`config.mk`:
```
export PLATFORM = sky130hd
export DESIGN_NAME = wes_mac_cell
export DESIGN_NICKNAME = d
export VERILOG_FILES = /design/src/design/wes_pkg.sv /design/src/design/wes_mac_cell.sv
export SDC_FILE = /design/constraint.sdc
export NUM_CORES = 1
export LEC_CHECK = 0
export BUFFER_PORTS_ARGS = -buffer_cell sky130_fd_sc_hd__buf_4
export CAP_MARGIN = 30
export CORE_MARGIN = 2
export CORE_UTILIZATION = 41
export DETAILED_ROUTE_END_ITERATION = 10
export PLACE_DENSITY = 0.64
export SETUP_SLACK_MARGIN = 0.5
export SLEW_MARGIN = 20
export SYNTH_ARGS = -nofsm -noshare
export SYNTH_HDL_FRONTEND = slang
export SYNTH_SLANG_ARGS = --single-unit
```
`constraint.sdc`:
```
create_clock -name clk -period 13 [get_ports clk]
set_clock_uncertainty 0.1 [all_clocks]
set_input_delay 2.6 -clock clk [delete_from_list [all_inputs] [get_ports clk]]
set_output_delay 2.6 -clock clk [all_outputs]
set_load 0.01 [all_outputs]
```
`src/design/wes_pkg.sv`:
```
package wes_pkg;

  localparam int HEIGHT_BITS   = 16;
  localparam int COEF_BITS     = 16;
  localparam int COEF_FRAC     = 13;
  localparam int OPND_BITS     = HEIGHT_BITS + 2;
  localparam int ACC_BITS      = COEF_BITS + OPND_BITS + 2;
  localparam int ROW_BITS      = 12;
  localparam int ROWS_CFG_BITS = 13;
  localparam int COLS_CFG_BITS = 11;
  localparam int ROW_LIMIT     = 4096;
  localparam int MIN_DIM       = 3;
  localparam int CFG_IDX_BITS  = 3;
  localparam int CFG_DATA_BITS = 16;
  localparam int FIFO_DEPTH    = 8;
  localparam int FIFO_AW       = $clog2(FIFO_DEPTH);

  typedef logic signed [HEIGHT_BITS-1:0] height_t;
  typedef logic signed [COEF_BITS-1:0]   coef_t;
  typedef logic signed [OPND_BITS-1:0]   operand_t;
  typedef logic signed [ACC_BITS-1:0]    acc_t;

  localparam height_t H_MAX = {1'b0, {(HEIGHT_BITS-1){1'b1}}};
  localparam height_t H_MIN = {1'b1, {(HEIGHT_BITS-1){1'b0}}};
  localparam acc_t ROUND_HALF = acc_t'(1) <<< (COEF_FRAC - 1);

  localparam coef_t COEF_PREV_RST     = -16'sd8192;
  localparam coef_t COEF_CENTER_RST   = 16'sd12288;
  localparam coef_t COEF_NEIGHBOR_RST = 16'sd2048;
  localparam logic [ROWS_CFG_BITS-1:0] NUM_ROWS_RST = 13'd200;
  localparam logic [COLS_CFG_BITS-1:0] NUM_COLS_RST = 11'd200;

  typedef enum logic [CFG_IDX_BITS-1:0] {
    REG_COEF_PREV     = 3'd0,
    REG_COEF_CENTER   = 3'd1,
    REG_COEF_NEIGHBOR = 3'd2,
    REG_NUM_ROWS      = 3'd3,
    REG_NUM_COLS      = 3'd4
  } cfg_reg_t;

  // Token passed along the multiply-accumulate chain.
  typedef struct packed {
    logic     valid;
    logic     interior;
    logic     emit_up;
    logic     emit_self;
    logic     done;
    height_t  prev_c;
    height_t  self_h;
    operand_t op0;
    operand_t op1;
    operand_t op2;
    acc_t     acc;
  } mac_tok_t;

  // Results caused by one input word: one or two output words.
  typedef struct packed {
    logic    two;
    height_t h0;
    logic    d0;
    height_t h1;
    logic    d1;
  } entry_t;

endpackage

```
`src/design/wes_mac_cell.sv`:
```
module wes_mac_cell import wes_pkg::*; (
  input  logic     clk,
  input  logic     rst,
  input  mac_tok_t tok_in,
  input  coef_t    coef,
  input  operand_t x,
  output mac_tok_t tok_out
);

  acc_t     coef_w;
  acc_t     x_w;
  mac_tok_t tok_next;

  always_comb begin
    coef_w       = acc_t'(coef);
    x_w          = acc_t'(x);
    tok_next     = tok_in;
    tok_next.acc = tok_in.acc + coef_w * x_w;
  end

  // Add this cell's term and hand the token on.
  always_ff @(posedge clk) begin
    if (rst) begin
      tok_out <= '0;
    end else begin
      tok_out <= tok_next;
    end
  end

endmodule

```
# Word level (Yosys, flattened, before mapping)

Cells that the tools add are included.

Word-level logic and storage cells: 13
Flip-flop bits (word level): 127
Input port bits: 163
Output and inout bits: 127

$add $sub $neg: 1
Multipliers: 1

Operators by type and width:

| kind             | count |
|---|---|
| $add A36 B34 Y36 | 1 |
| $mul A16 B18 Y34 | 1 |

# Longest topological paths before layout

Word-level depth: 2
Mapped depth: 24
Gate-level depth less buffers: 22

# Worst setup path after synthesis

No wires, ideal clock.

Kind: input-to-reg
Start: in x[17]
End: reg tok_out[33] (netlist name)
Path buffers: 2
Arrival: 8.122 ns
Data required time: 12.777 ns
Library setup time: 0.123 ns
Setup slack: 4.655 ns
Cell stages on the path: 22
Cell sequence: clkbuf_1 > nand2_1 > inv_1 > fa_1 > inv_1 > fa_1 > inv_1 > fa_1 > fa_1 > fa_1 > inv_1 > fa_1 > inv_1 > ha_1 > clkbuf_2 > nand3_1 > nor2_1 > a2111oi_0 > o21ai_0 > a31oi_2 > a21oi_1 > mux2_1

Word-level cells in the longest chain between the ends: 2

Ends and longest elaborated chain:

| what                 | line               | text |
|---|---|---|
| from (decl)          | wes_mac_cell.sv:6  | `input operand_t x,` |
| $mul A16 B18 Y34     | wes_mac_cell.sv:18 | `tok_next.acc = tok_in.acc + coef_w * x_w;` |
| $add A36 B34 Y36     | wes_mac_cell.sv:18 |  |
| to (signal assigned) | wes_mac_cell.sv:26 | `tok_out <= tok_next;` |
| to (decl)            | wes_mac_cell.sv:7  | `output mac_tok_t tok_out` |

Every way passes these cells.
A chain may end at the register's enable or synchronous reset.

# Final worst setup path

Start: in coef[1]
End: reg tok_out[33] (netlist name)

Word-level cells in the longest chain between the ends: 2

Ends and longest elaborated chain:

| what             | line               | text |
|---|---|---|
| from (decl)      | wes_mac_cell.sv:5  | `input coef_t coef,` |
| $mul A16 B18 Y34 | wes_mac_cell.sv:18 |  |
| $add A36 B34 Y36 | wes_mac_cell.sv:18 |  |

Every way passes these cells.

==> flow_summary.json <==
{
  "regArea_mm2": 0.002542,
  "worst_pin_slew_ns": 0.9143,
  "max_slew_margin_pct": 38.87,
  "largest_register_ff_count": 127,
  "synthCells": 1633,
  "largest-register": "tok_out",
  "sum_of_negative_setup_slack_ns": 0,
  "area_of_the_die_mm2": 0.04016,
  "period_needed_ns": 8.460,
  "grt_start_max_net_pins": 92,
  "max_clock_freq_mhz": 118.2,
  "drt_wl_total_um": 39640,
  "synth_top_flop_cell": "dfxtp_1",
  "grt.busiest_layer": "met2",
  "synthesized_nets": 2237,
  "htreeDepth": 4,
  "clockBufferDepth": 2,
  "final_net_count": 2488,
  "number_of_endpoints_with_negative_hold_slack_in_the_final_report": 0,
  "filler_cell_count": 3643,
  "critPathLaunchType": "primary input",
  "row_count": 71,
  "route.antenna.remaining_nets": 0,
  "die-height_um": 200.4,
  "drt_iter0_drc": 427,
  "post-cts-setup-buffers": 0,
  "max_cap_violations": 0,
  "first_pass_iteration_count_of_the_detailed_router": 5,
  "drc": 0,
  "grt_antenna_before_repair": 1,
  "arrival_ns": 8.65,
  "place_hpwl_um": 33300,
  "hold_ws_ns": 2.306,
  "grt_util_all_layers_pct": 20.86,
  "drive_above_1_share_pct": 17.74,
  "timing.final.crit_share_pct": 65.07,
  "grt_pass1_vias": 12860,
  "multi_input_area_mm2": 0.01166,
  "setup.worst_path.class": "in2reg",
  "numCtsBuffers": 17,
  "synthesis.yosys.warnings": 0,
  "start_util_pct": 41.79,
  "use_met2_pct": 37.86,
  "post_synthesis_cell_area_mm2": 0.01582,
  "route.vias.total": 11660,
  "place_inst": 2376,
  "rsz0062_at_grt": "false",
  "final-max-slew-violation-count": 0,
  "fin_cells": 2405,
  "flops_latches_synth": 127,
  "cts.repair.resized": 0,
  "synthDistinctLibCells": 62,
  "layout.core_utilization_pct": 50.02,
  "grtUsageMet1_pct": 25.89,
  "clock_sink_count": 127,
  "worst_hold_path_type": "in2reg",
  "status": "finished, final reports clean",
  "synth_area_per_cell_um2": 9.685,
  "gp_congestion": 0.8464,
  "num_io_pins": 290,
  "grt_overflow": 0,
  "core_region_area_mm2": 0.03784,
  "cts.clk_slew.worst_paths_ns": 0.06,
  "critical_path_peak_fanout": 18,
  "flow.area_growth_from_synthesis_pct": 19.68,
  "worstPathRequired_ns": 13.19,
  "endpoint_kind": "flop",
  "grt_pass1_wl_um": 66420,
  "count_of_flip_flops_with_a_built_in_enable_after_synthesis": 0,
  "final-setup-viol-count": 0,
  "routed_wire_length_per_instance_um": 16.48,
  "clockRootBuffer": "clkbuf_16",
  "dieWidth_um": 200.4,
  "reg_top3": "tok_out: 127 flops",
  "globalRouteMet3Util_pct": 2.906,
  "register_area_share_after_synthesis_pct": 16.07,
  "async_reset_ff_share_pct": 0,
  "vias_per_cell": 4.847,
  "cts_tree": "built",
  "diodes": 0,
  "placement.io_buffers": 289,
  "post_cts_hold_buffer_count": 0
}
-- cell families (layout without fill, tap and decap cells) --
logic type	after synthesis	after routing	synth area share (%)
AOI/OAI and AO/OA	116	116	5.158
xor gates and xnor gates	26	26	1.440
adders and majority gates	441	441	50.79
muxes	2	2	0.1424
buffers and inverters	428	689	10.23
DFF	127	127	16.07
and+or+nand+nor	493	493	16.17
-- routing by layer --
metal	wire length, um	vias to the layer above
li1	-	5327
met1	15890	5927
met2	20830	333
met3	1844	67
met4	1068	2
met5	9	-
-- synthesized netlist by cell type, drive strengths merged, types with 4 or more instances --
master | instances | area, um^2
o211ai | 6 | 50.05
nand3 | 10 | 50.05
nand2 | 164 | 615.6
and2 | 124 | 775.7
nor3 | 13 | 76.33
a211oi | 9 | 67.56
nor2b | 103 | 659.4
xnor2 | 22 | 192.7
a21oi | 34 | 170.2
dfxtp | 127 | 2542
nor2 | 52 | 195.2
xor2 | 4 | 35.03
a31oi | 5 | 37.53
inv | 370 | 1389
fa | 335 | 6706
o21ai | 25 | 128.9
o21a | 4 | 30.03
ha | 106 | 1326
a21o | 7 | 52.55
clkbuf | 55 | 210.2
nand2b | 10 | 62.56
-- path summary, 6_finish.rpt --
path	slack [ns]	end	start	cells after the start
worst min-delay path	2.31	tok_out[64]	tok_in[64]	2
worst max-delay path	4.54	tok_out[33]	coef[1]	21
-- area by class of cell --
type / instances / share of cell area (%)
sequential: 127 / 13.43
tap: 511 / 3.378
multi-input combinational: 1078 / 61.58
clock inverter: 11 / 0.5090
inverter: 370 / 7.337
timing repair buffer: 290 / 11.50
clock buffer: 18 / 2.267
-- per-stage QoR --
step / setup slack [ns] / cell area [um^2]
finish: 4.540 / 18930
global route: 4.190 / 18930
CTS: 4.528 / 18930
detailed placement: 4.115 / 18400
global placement: 4.295 / 18400
floorplan: 4.655 / 15820
-- worst max-delay path: stages --
cell and delay (ns):
buf_4 0.18, nand2_1 0.16, inv_1 0.08, fa_1 0.66
inv_1 0.13, fa_1 0.50, inv_1 0.32, fa_1 0.51
fa_1 0.50, fa_1 0.49, inv_1 0.05, fa_1 0.47
inv_1 0.04, ha_1 0.35, nand4_1 0.15, nor2_1 0.08
a2111oi_0 0.44, o21ai_0 0.19, a31oi_2 0.29, a21oi_1 0.12
mux2_1 0.31
-- layout by cell type (no fill, tap or decap), drive strengths merged, types with 3 or more instances in the layout --
cell,count
inv,371
fa,335
buf,290
nand2,164
dfxtp,127
and2,124
ha,106
nor2b,103
nor2,52
a21oi,34
o21ai,25
xnor2,22
clkbuf,18
nor3,13
nand2b,10
nand3,10
a211oi,9
a21o,7
clkinv,7
o211ai,6
a31oi,5
o21a,4
xor2,4
or3,3
o31a,3
o31ai,3
Power is not shown: default switching activity piles up to over one toggle a cycle in this logic, so the estimate is an artifact.
